--- config.mk ---
export PLATFORM = sky130hd
export DESIGN_NAME = fgp_update
export DESIGN_NICKNAME = d
export VERILOG_FILES = /design/src/hdl/fgp_pkg.sv /design/src/hdl/fgp_update.sv
export SDC_FILE = /design/constraint.sdc
export NUM_CORES = 1
export LEC_CHECK = 0
export BUFFER_PORTS_ARGS = -buffer_cell sky130_fd_sc_hd__buf_2
export CAP_MARGIN = 20
export CORE_MARGIN = 5
export CORE_UTILIZATION = 30
export DETAILED_ROUTE_END_ITERATION = 10
export PLACE_DENSITY_LB_ADDON = 0.08
export SLEW_MARGIN = 20
export SYNTH_ARGS = -nofsm -noshare
export SYNTH_HDL_FRONTEND = slang
export SYNTH_SLANG_ARGS = --single-unit
--- constraint.sdc ---
create_clock -name vclk -period 4.7
set_input_delay 0.94 -clock vclk [all_inputs]
set_output_delay 0.94 -clock vclk [all_outputs]
set_load 0.02 [all_outputs]
--- src/hdl/fgp_pkg.sv ---
// ----------------------------------------------------------------------------
// fgp_pkg
// Shared types and constants for the monochrome frame buffer glyph plotter.
// ----------------------------------------------------------------------------
package fgp_pkg;

    // Panel geometry. Each store word holds one whole column of PAGES bytes.
    localparam int COLUMNS = 128;
    localparam int PAGES   = 8;
    localparam int ROWS    = PAGES * 8;
    localparam int COL_AW  = (COLUMNS > 1) ? $clog2(COLUMNS) : 1;

    // Command codes.
    localparam logic [2:0] FUNC_PLOT  = 3'd0;
    localparam logic [2:0] FUNC_FILL  = 3'd1;
    localparam logic [2:0] FUNC_GLYPH = 3'd2;
    localparam logic [2:0] FUNC_CLEAR = 3'd3;
    localparam logic [2:0] FUNC_READ  = 3'd4;

    // Glyph height in force after reset.
    localparam logic [6:0] PEN_HEIGHT_RESET = 7'd16;

    // Command word.
    typedef struct packed {
        logic [2:0] func;
        logic [7:0] x;
        logic [7:0] y;
        logic [7:0] x_end;
        logic [7:0] y_end;
        logic       ink;
        logic [7:0] glyph_byte;
        logic [6:0] glyph_height;
        logic       glyph_start;
        logic [2:0] page;
    } fgp_cmd_t;

    // Response word.
    typedef struct packed {
        logic [7:0] read_data;
        logic       dropped;
    } fgp_rsp_t;

    // Control of the column update unit: inclusive row range and pixel value.
    typedef struct packed {
        logic [7:0] row_lo;
        logic [7:0] row_hi;
        logic       on;
    } fgp_upd_t;

endpackage

--- src/hdl/fgp_update.sv ---
// ----------------------------------------------------------------------------
// fgp_update
// Shared column update unit: forces a range of rows in one column word.
// ----------------------------------------------------------------------------
module fgp_update (
    input  logic [fgp_pkg::ROWS-1:0] word_in,
    input  fgp_pkg::fgp_upd_t        ctrl,
    output logic [fgp_pkg::ROWS-1:0] word_out
);

    // Row r sits at bit ROWS-1-r of the column word, so each bit compares
    // its own fixed row number against the range.
    always_comb
    begin
        logic [7:0] row_v;
        row_v = '0;
        for (int i = 0; i < fgp_pkg::ROWS; i++)
        begin
            row_v = 8'(fgp_pkg::ROWS - 1 - i);
            if ((ctrl.row_lo <= row_v) && (row_v <= ctrl.row_hi))
            begin
                word_out[i] = ctrl.on;
            end
            else
            begin
                word_out[i] = word_in[i];
            end
        end
    end

endmodule

==> flow_summary.ini, run 1 <==
[min_path]
worstHoldPathCells = 3
min_to = word_out[58]
hold_start = word_in[58]
hold_class = input port to output port

[cells_and_area]
seqCellArea_um2 = 0
insertedDiodeCount = 0
area_growth_pct = 34.1
clkbuf_count = 0
final_nets = 489
seq_cell_count = 0
final_area_mm2 = 0.00273
drive_above_1_share_pct = 54.9
utilization_pct = 40.7

[global_route]
grt_overflow = 0
grt_util_all_layers_pct = 20.8
first_global_vias = 2796
grt_pass1_wl_mm = 14.7
grt_max_degree = 65
antenna_found_initial = 0

[critical_path]
required_ns = 3.76
cp-end-kind = output port
crit_path_start_kind = input port
arrival_ns = 2.82
critPathKind = input port to output port
worst-path-max-fanout = 31

[synthesis]
syn-num-nets = 373
yosysSeqAreaShare_pct = 0
ys_warn_count = 0
netlist_instances = 292
netlist_area_mm2 = 0.00204
yosysUniqueCellTypes = 43
avgSynthCellArea_um2 = 6.98

[pwr]
power_density_mw_per_mm2 = 105
p_leak_nw = 1.18
max-vdd-ir-drop_mv = 0.0457

[die]
row_count = 30
initial_core_util_pct = 30.3
core-area_mm2 = 0.00672
die_h_um = 92.4
fp.dieW_um = 92.4
die-area_mm2 = 0.00854
io_pins = 145

[placed_design]
port_buffers = 145
place.gp.congestion = 0.961
place_hpwl_mm = 7.30
post_dp_cell_area_mm2 = 0.00273

[timing]
fmax_ghz = 0.266
hold_viol = 0
slew_viol_final = 0
fin_crit_ns = 3.76
holdWs_ns = 2.21
fin_setup_tns_ns = 0
slew_headroom_pct = 42.6
period_share_pct = 80.0
tightest_slew_ns = 0.861
rsz0062_at_grt = false
report.final.setup_viol = 0

[route]
initialDrtViolationCount = 264
viasPerCell = 6.04
post-route-drc-count = 0
wl_mm = 9.56
dr.pass1.iters = 5
avgRoutedWirePerCell_um = 19.7
dr_total_vias = 2936
detail-route-antenna-nets = 0

[cts]
cts_setup_buffers = 0
ctsResizeCount = 0
ctsHoldBuffers = 0

[job]
drv_cap = 0

[outcome]
status = finished, final reports clean
## worst max path at each step
stage	to	slack, ns	from
final	word_out[30]	0.94	ctrl[4]
after global routing	word_out[30]	0.86	ctrl[4]
after CTS	word_out[30]	0.97	ctrl[4]
after detailed placement	word_out[30]	0.98	ctrl[4]
after global placement	word_out[30]	1.0	ctrl[4]
after floorplan	word_out[58]	1.36	ctrl[5]
## power breakdown
part	internal, W	switching, W	total (W)	leakage (nW)
clock network	0	0	0	0
registers	0	0	0	0
logic	0.000110	0.000176	0.000286	1.18
total	0.000110	0.000176	0.000286	1.18
## synth_stat cells, types with 4 or more instances
master | count | area share, %
mux2_2 | 63 | 35
o21ai_0 | 28 | 6.9
a21oi_1 | 26 | 6.4
nand2_1 | 26 | 4.8
clkbuf_1 | 20 | 3.7
nor2_1 | 15 | 2.8
a211oi_1 | 13 | 4.8
a221oi_1 | 12 | 5.2
nand3_1 | 12 | 2.9
buf_2 | 11 | 2.7
o211ai_1 | 9 | 3.3
nor3_1 | 5 | 1.2
or2_2 | 4 | 1.2
or3_1 | 4 | 1.2
## layout make-up
class                           instances  area, µm²
Tap cell                               80        100
Multi-Input combinational cell        254       1860
Timing Repair Buffer                  149        756
Inverter                                3       11.3
Fill cell                             745       3990
## cell usage in the layout (no fill, tap or decap), types with 3 or more instances in the layout
cell type  netlist  final
buf_2           11    145
mux2_2          63     63
o21ai_0         28     28
a21oi_1         26     26
nand2_1         26     26
nor2_1          15     15
a211oi_1        13     13
nand3_1         12     12
a221oi_1        12     12
o211ai_1         9      9
nor3_1           5      5
or3_1            4      4
or2_2            4      4
buf_4            0      4
or4_1            3      3
a31oi_1          3      3
inv_1            3      3
and2_1           3      3
## kinds of logic after synthesis
logic type | share of synthesized area [%]
AOI/OAI and AO/OA | 35.0
buffers and inverters | 8.48
muxes | 35.4
and+or+nand+nor | 21.2
## through the flow
stage	worst slack, ns	power (W)	std cells
6_report	0.941	0.000286	486
5_1_grt	0.865	0.000307	486
4_1_cts	0.966	0.000284	486
3_5_place_dp	0.984	0.000282	486
3_3_place_gp	0.998	0.000283	486
2_1_floorplan	1.36	0.000184	292
## critical path: stages
cell and delay [ns]:
buf_2 0.28, or4_1 0.64, o311ai_0 0.41, mux2_2 0.38, buf_2 0.16
## layer usage
metal	track usage, %	routed length (µm)	up-vias
li1	-	-	1360
met1	29.0	4010	1335
met2	34.0	4330	215
met3	2.19	952	26
met4	4.95	261	0
met5	0	0	-
Note: power is estimated with default switching activity, not from simulation.
==> run 2: changes to the inputs <==
ABC_AREA = 1   (was not set)
clock period = 3.4 ns   (was 4.7 ns; I/O delays follow)
==> run 2 against run 1 <==
Against the previous run:
- worst setup slack worse by 0.46 ns
- highest routed layer unchanged
- via count up 25%
- die area up 8.0%
- core utilization up 0.38 points
==> flow_summary.ini, run 2 <==
[timing]
slew_viol_final = 0
slew_headroom_pct = 61.1
hold_viol = 0
tightest_slew_ns = 0.583
fin_setup_tns_ns = 0
period_share_pct = 85.9
rsz0062_at_grt = false
fin_crit_ns = 2.92
report.final.setup_viol = 0
fmax_ghz = 0.343

[cells_and_area]
final_area_mm2 = 0.00296
fin_cells = 722
seqCellArea_um2 = 0
n_fill_cell = 881
insertedDiodeCount = 0
layout_commonest_cell = nand2_1
seq_cell_count = 0
final_nets = 706
drive_above_1_share_pct = 28.1
final_cell_mix = nand2_1 (222), buf_2 (145), o21ai_0 (50)
area_growth_pct = 33.4
clkbuf_count = 0

[global_route]
first_global_vias = 3474
grt_pass1_wl_mm = 17.6
grt_util_all_layers_pct = 24.1
antenna_found_initial = 0
grt_max_degree = 35
grt_overflow = 0

[route]
dr.pass1.iters = 5
viasPerCell = 5.08
post-route-drc-count = 0
dr_total_vias = 3670
initialDrtViolationCount = 188
wl_mm = 11.4
avgRoutedWirePerCell_um = 15.8
detail-route-antenna-nets = 0

[critical_path]
cp.depth = 10
critPathMaxStageDelay_ns = 0.37
slowest_stage = buf_2
cp-end-kind = output port
arrival_ns = 2.24
required_ns = 2.72
crit_chain = buf_2 > nand2_1 > nand2_1 > inv_1 > nand2_1 > nand2_1 > nand2_1 > nand2_1 > nand2_1 > buf_2
worst-path-max-fanout = 16
cpMostUsedCell = nand2_1
crit_path_start_kind = input port
cp_num_buf_inv = 3
path_delay_family = simple AND/OR/NAND/NOR gates
critPathKind = input port to output port

[placed_design]
port_buffers = 145
post_dp_cell_area_mm2 = 0.00296
place.gp.congestion = 0.963
place_hpwl_mm = 9.04
placedCellCount = 722

[die]
die_h_um = 96.0
initial_core_util_pct = 30.8
fp.dieW_um = 96.0
die-area_mm2 = 0.00922
core-area_mm2 = 0.00721
row_count = 31
io_pins = 145

[cts]
ctsResizeCount = 0
cts_setup_buffers = 0
ctsHoldBuffers = 0

[min_path]
worstHoldPathCells = 4
hold_class = input port to output port

[synthesis]
synth_most_common_cell = nand2_1
ys_warn_count = 0
yosysSeqAreaShare_pct = 0
yosys-top-cells-area = nand2_1 (38%), o21ai_0 (11%), nand3_1 (10%)
netlist_top_cells_count = nand2_1 (222), o21ai_0 (50), nand3_1 (45), nor2_1 (43), inv_1 (33)
netlist_instances = 494
avgSynthCellArea_um2 = 4.49
netlist_area_mm2 = 0.00222
synth_area_leader_cell = nand2_1
yosysUniqueCellTypes = 21
synth_top_area_share_pct = 37.5
syn-num-nets = 575

[pwr]
power_density_mw_per_mm2 = 146
p_leak_nw = 1.69
switching_share_pct = 68.4
power_frac_clock_pct = 0
p_int_w = 0.000136
max-vdd-ir-drop_mv = 0.0661
switching_power_w = 0.000295
p_seq_share_pct = 0
combPwrFrac_pct = 100.0

[outcome]
status = finished, final reports clean

[job]
drv_cap = 0
-- run 2: cell count changes after synthesis, moves of 14 or more --
cell / previous run / this run
nand2_1: 26 / 222
mux2_2: 63 / 0
nand3_1: 12 / 45
inv_1: 3 / 33
nor2_1: 15 / 43
o21ai_1: 0 / 23
o21ai_0: 28 / 50
clkbuf_1: 20 / 6
-- run 2: power by group through the flow --
stage               logic [W]  registers, W  clock network, W
global placement     0.000427             0                 0
global route         0.000475             0                 0
finish               0.000431             0                 0
floorplan            0.000267             0                 0
detailed placement   0.000428             0                 0
CTS                  0.000430             0                 0
-- run 2: path summary, 6_finish.rpt --
path | startpoint | to | slack (ns)
worst min-delay path | word_in[43] | word_out[43] | 1.67
worst max-delay path | ctrl[13] | word_out[17] | 0.48
-- run 2: through the flow --
| stage | power (W) | utilization, % | hold WS, ns | worst slack, ns |
|---|---|---|---|---|
| floorplan | 0.000267 | - | 1.53 | 0.980 |
| detailed placement | 0.000428 | 41.0 | 1.67 | 0.513 |
| finish | 0.000431 | 41.0 | 1.67 | 0.481 |
| CTS | 0.000430 | 41.0 | 1.67 | 0.505 |
| global route | 0.000475 | 41.0 | 1.68 | 0.327 |
| global placement | 0.000427 | 41.0 | 1.67 | 0.527 |
-- run 2: logic make-up after synthesis --
logic type	count (synthesis)	synth area share, %
and+or+nand+nor	333	64.0
AOI/OAI and AO/OA	100	22.8
buffers and inverters	61	13.2
-- run 2: cell type report --
class	count	area [µm²]	area share, %
Timing Repair Buffer	149	756	25.5
Multi-Input combinational cell	433	1930	65.0
Inverter	41	155	5.24
Tap cell	99	124	4.18
-- run 2: worst min-delay path: cells and delay by family --
family / cells / cell delay [ns]
buffers and inverters: 2 / 0.22
AND/OR/NAND/NOR: 2 / 0.08
-- run 2: layer usage --
metal	track usage [%]	vias to the layer above	part of all wire, %
li1	-	1853	-
met1	33.0	1641	45
met2	41.9	157	46
met3	0.860	19	7.0
met4	4.62	0	1.9
met5	0	-	0
==> run 3: changes to the inputs <==
MAX_ROUTING_LAYER = met4   (was not set)
==> run 3 against run 2 <==
Against the previous run:
- total power increased by 0.16%
- worst hold slack about the same
- fmax decreased by 0.80%
- critical path type unchanged
==> flow_summary.ini, run 3 (synthesis results as in run 2) <==
[route]
dr.pass1.iters = 5
avgRoutedWirePerCell_um = 15.9
dr_total_vias = 3622
post-route-drc-count = 0
viasPerCell = 5.01
detail-route-antenna-nets = 0
wl_mm = 11.5
initialDrtViolationCount = 204

[die]
row_count = 31
io_pins = 145
die_h_um = 96.0
initial_core_util_pct = 30.8
die-area_mm2 = 0.00922
core-area_mm2 = 0.00721
fp.dieW_um = 96.0

[timing]
finalWorstSetupSlack_ns = 0.457
fmax_ghz = 0.340
hold_viol = 0
slew_headroom_pct = 61.0
slew_viol_final = 0
report.final.setup_viol = 0
fin_crit_ns = 2.94
fin_setup_tns_ns = 0
tightest_slew_ns = 0.584
rsz0062_at_grt = false
period_share_pct = 86.5

[cells_and_area]
area_growth_pct = 33.7
final_cell_mix = nand2_1 (222), buf_2 (145), o21ai_0 (50)
final_nets = 707
clkbuf_count = 0
seqCellArea_um2 = 0
insertedDiodeCount = 0
layout_commonest_cell = nand2_1
seq_cell_count = 0
drive_above_1_share_pct = 28.2

[pwr]
finalPower_w = 0.000432
max-vdd-ir-drop_mv = 0.0783
power_density_mw_per_mm2 = 145
p_leak_nw = 1.69

[global_route]
first_global_vias = 3385
use_met2_pct = 41.5
grt_busiest_layer = met2
antenna_found_initial = 0
grt_max_degree = 35
grt_overflow = 0
grt_util_all_layers_pct = 24.8
grt_use_met3_pct = 0.782
grt_pass1_wl_mm = 17.5
use_met1_pct = 33.4

[job]
drv_cap = 0

[placed_design]
port_buffers = 145
place.gp.congestion = 0.958
place_ws_ns = 0.510
place_hpwl_mm = 9.13

[outcome]
status = finished, final reports clean

[critical_path]
arrival_ns = 2.26
crit_path_start_kind = input port
required_ns = 2.72
cp-end-kind = output port
critPathKind = input port to output port
worst-path-max-fanout = 16

[min_path]
worstHoldPathCells = 4
hold_class = input port to output port

[cts]
cts_setup_buffers = 0
ctsResizeCount = 0
ctsHoldBuffers = 0
==> run 3: changes by cell type in the layout (fill, tap and decap cells not counted), sizes merged <==
cell / delta
buf: +1
==> run 3: power by group <==
group          internal [W]  switching (W)
sequential                0              0
clock                     0              0
combinational      0.000137       0.000295
total              0.000137       0.000295
==> run 3: final timing paths <==
| path | from | to | slack (ns) |
|---|---|---|---|
| setup / recovery | ctrl[13] | word_out[17] | 0.46 |
| hold / removal | word_in[5] | word_out[5] | 1.67 |
==> run 3: metrics by stage <==
stage	cells	util (%)	hold WS [ns]	area (µm²)
after floorplan	494	-	1.53	2220
after global placement	723	41.1	1.67	2970
after detailed placement	723	41.1	1.67	2970
after CTS	723	41.1	1.67	2970
after global routing	723	41.1	1.70	2970
final	723	41.1	1.67	2970
==> run 3: area by class of cell <==
class / count / area, µm²
timing repair buffer: 150 / 763
multi-input combinational: 433 / 1930
inverter: 41 / 155
tap: 99 / 124
fill: 910 / 4250
==> run 3: routing by layer <==
layer	vias to the layer above	routed length (µm)
met5	-	0
met4	0	166
met3	14	766
met2	161	5340
met1	1595	5240
li1	1852	-
==> run 3: critical path, stage by stage <==
cell     delay, ns
buf_2         0.36
nand2_1       0.17
nand2_1       0.31
inv_1         0.21
nand2_1       0.15
nand2_1       0.08
nand2_1       0.06
nand2_1       0.04
nand2_1       0.04
buf_2         0.16
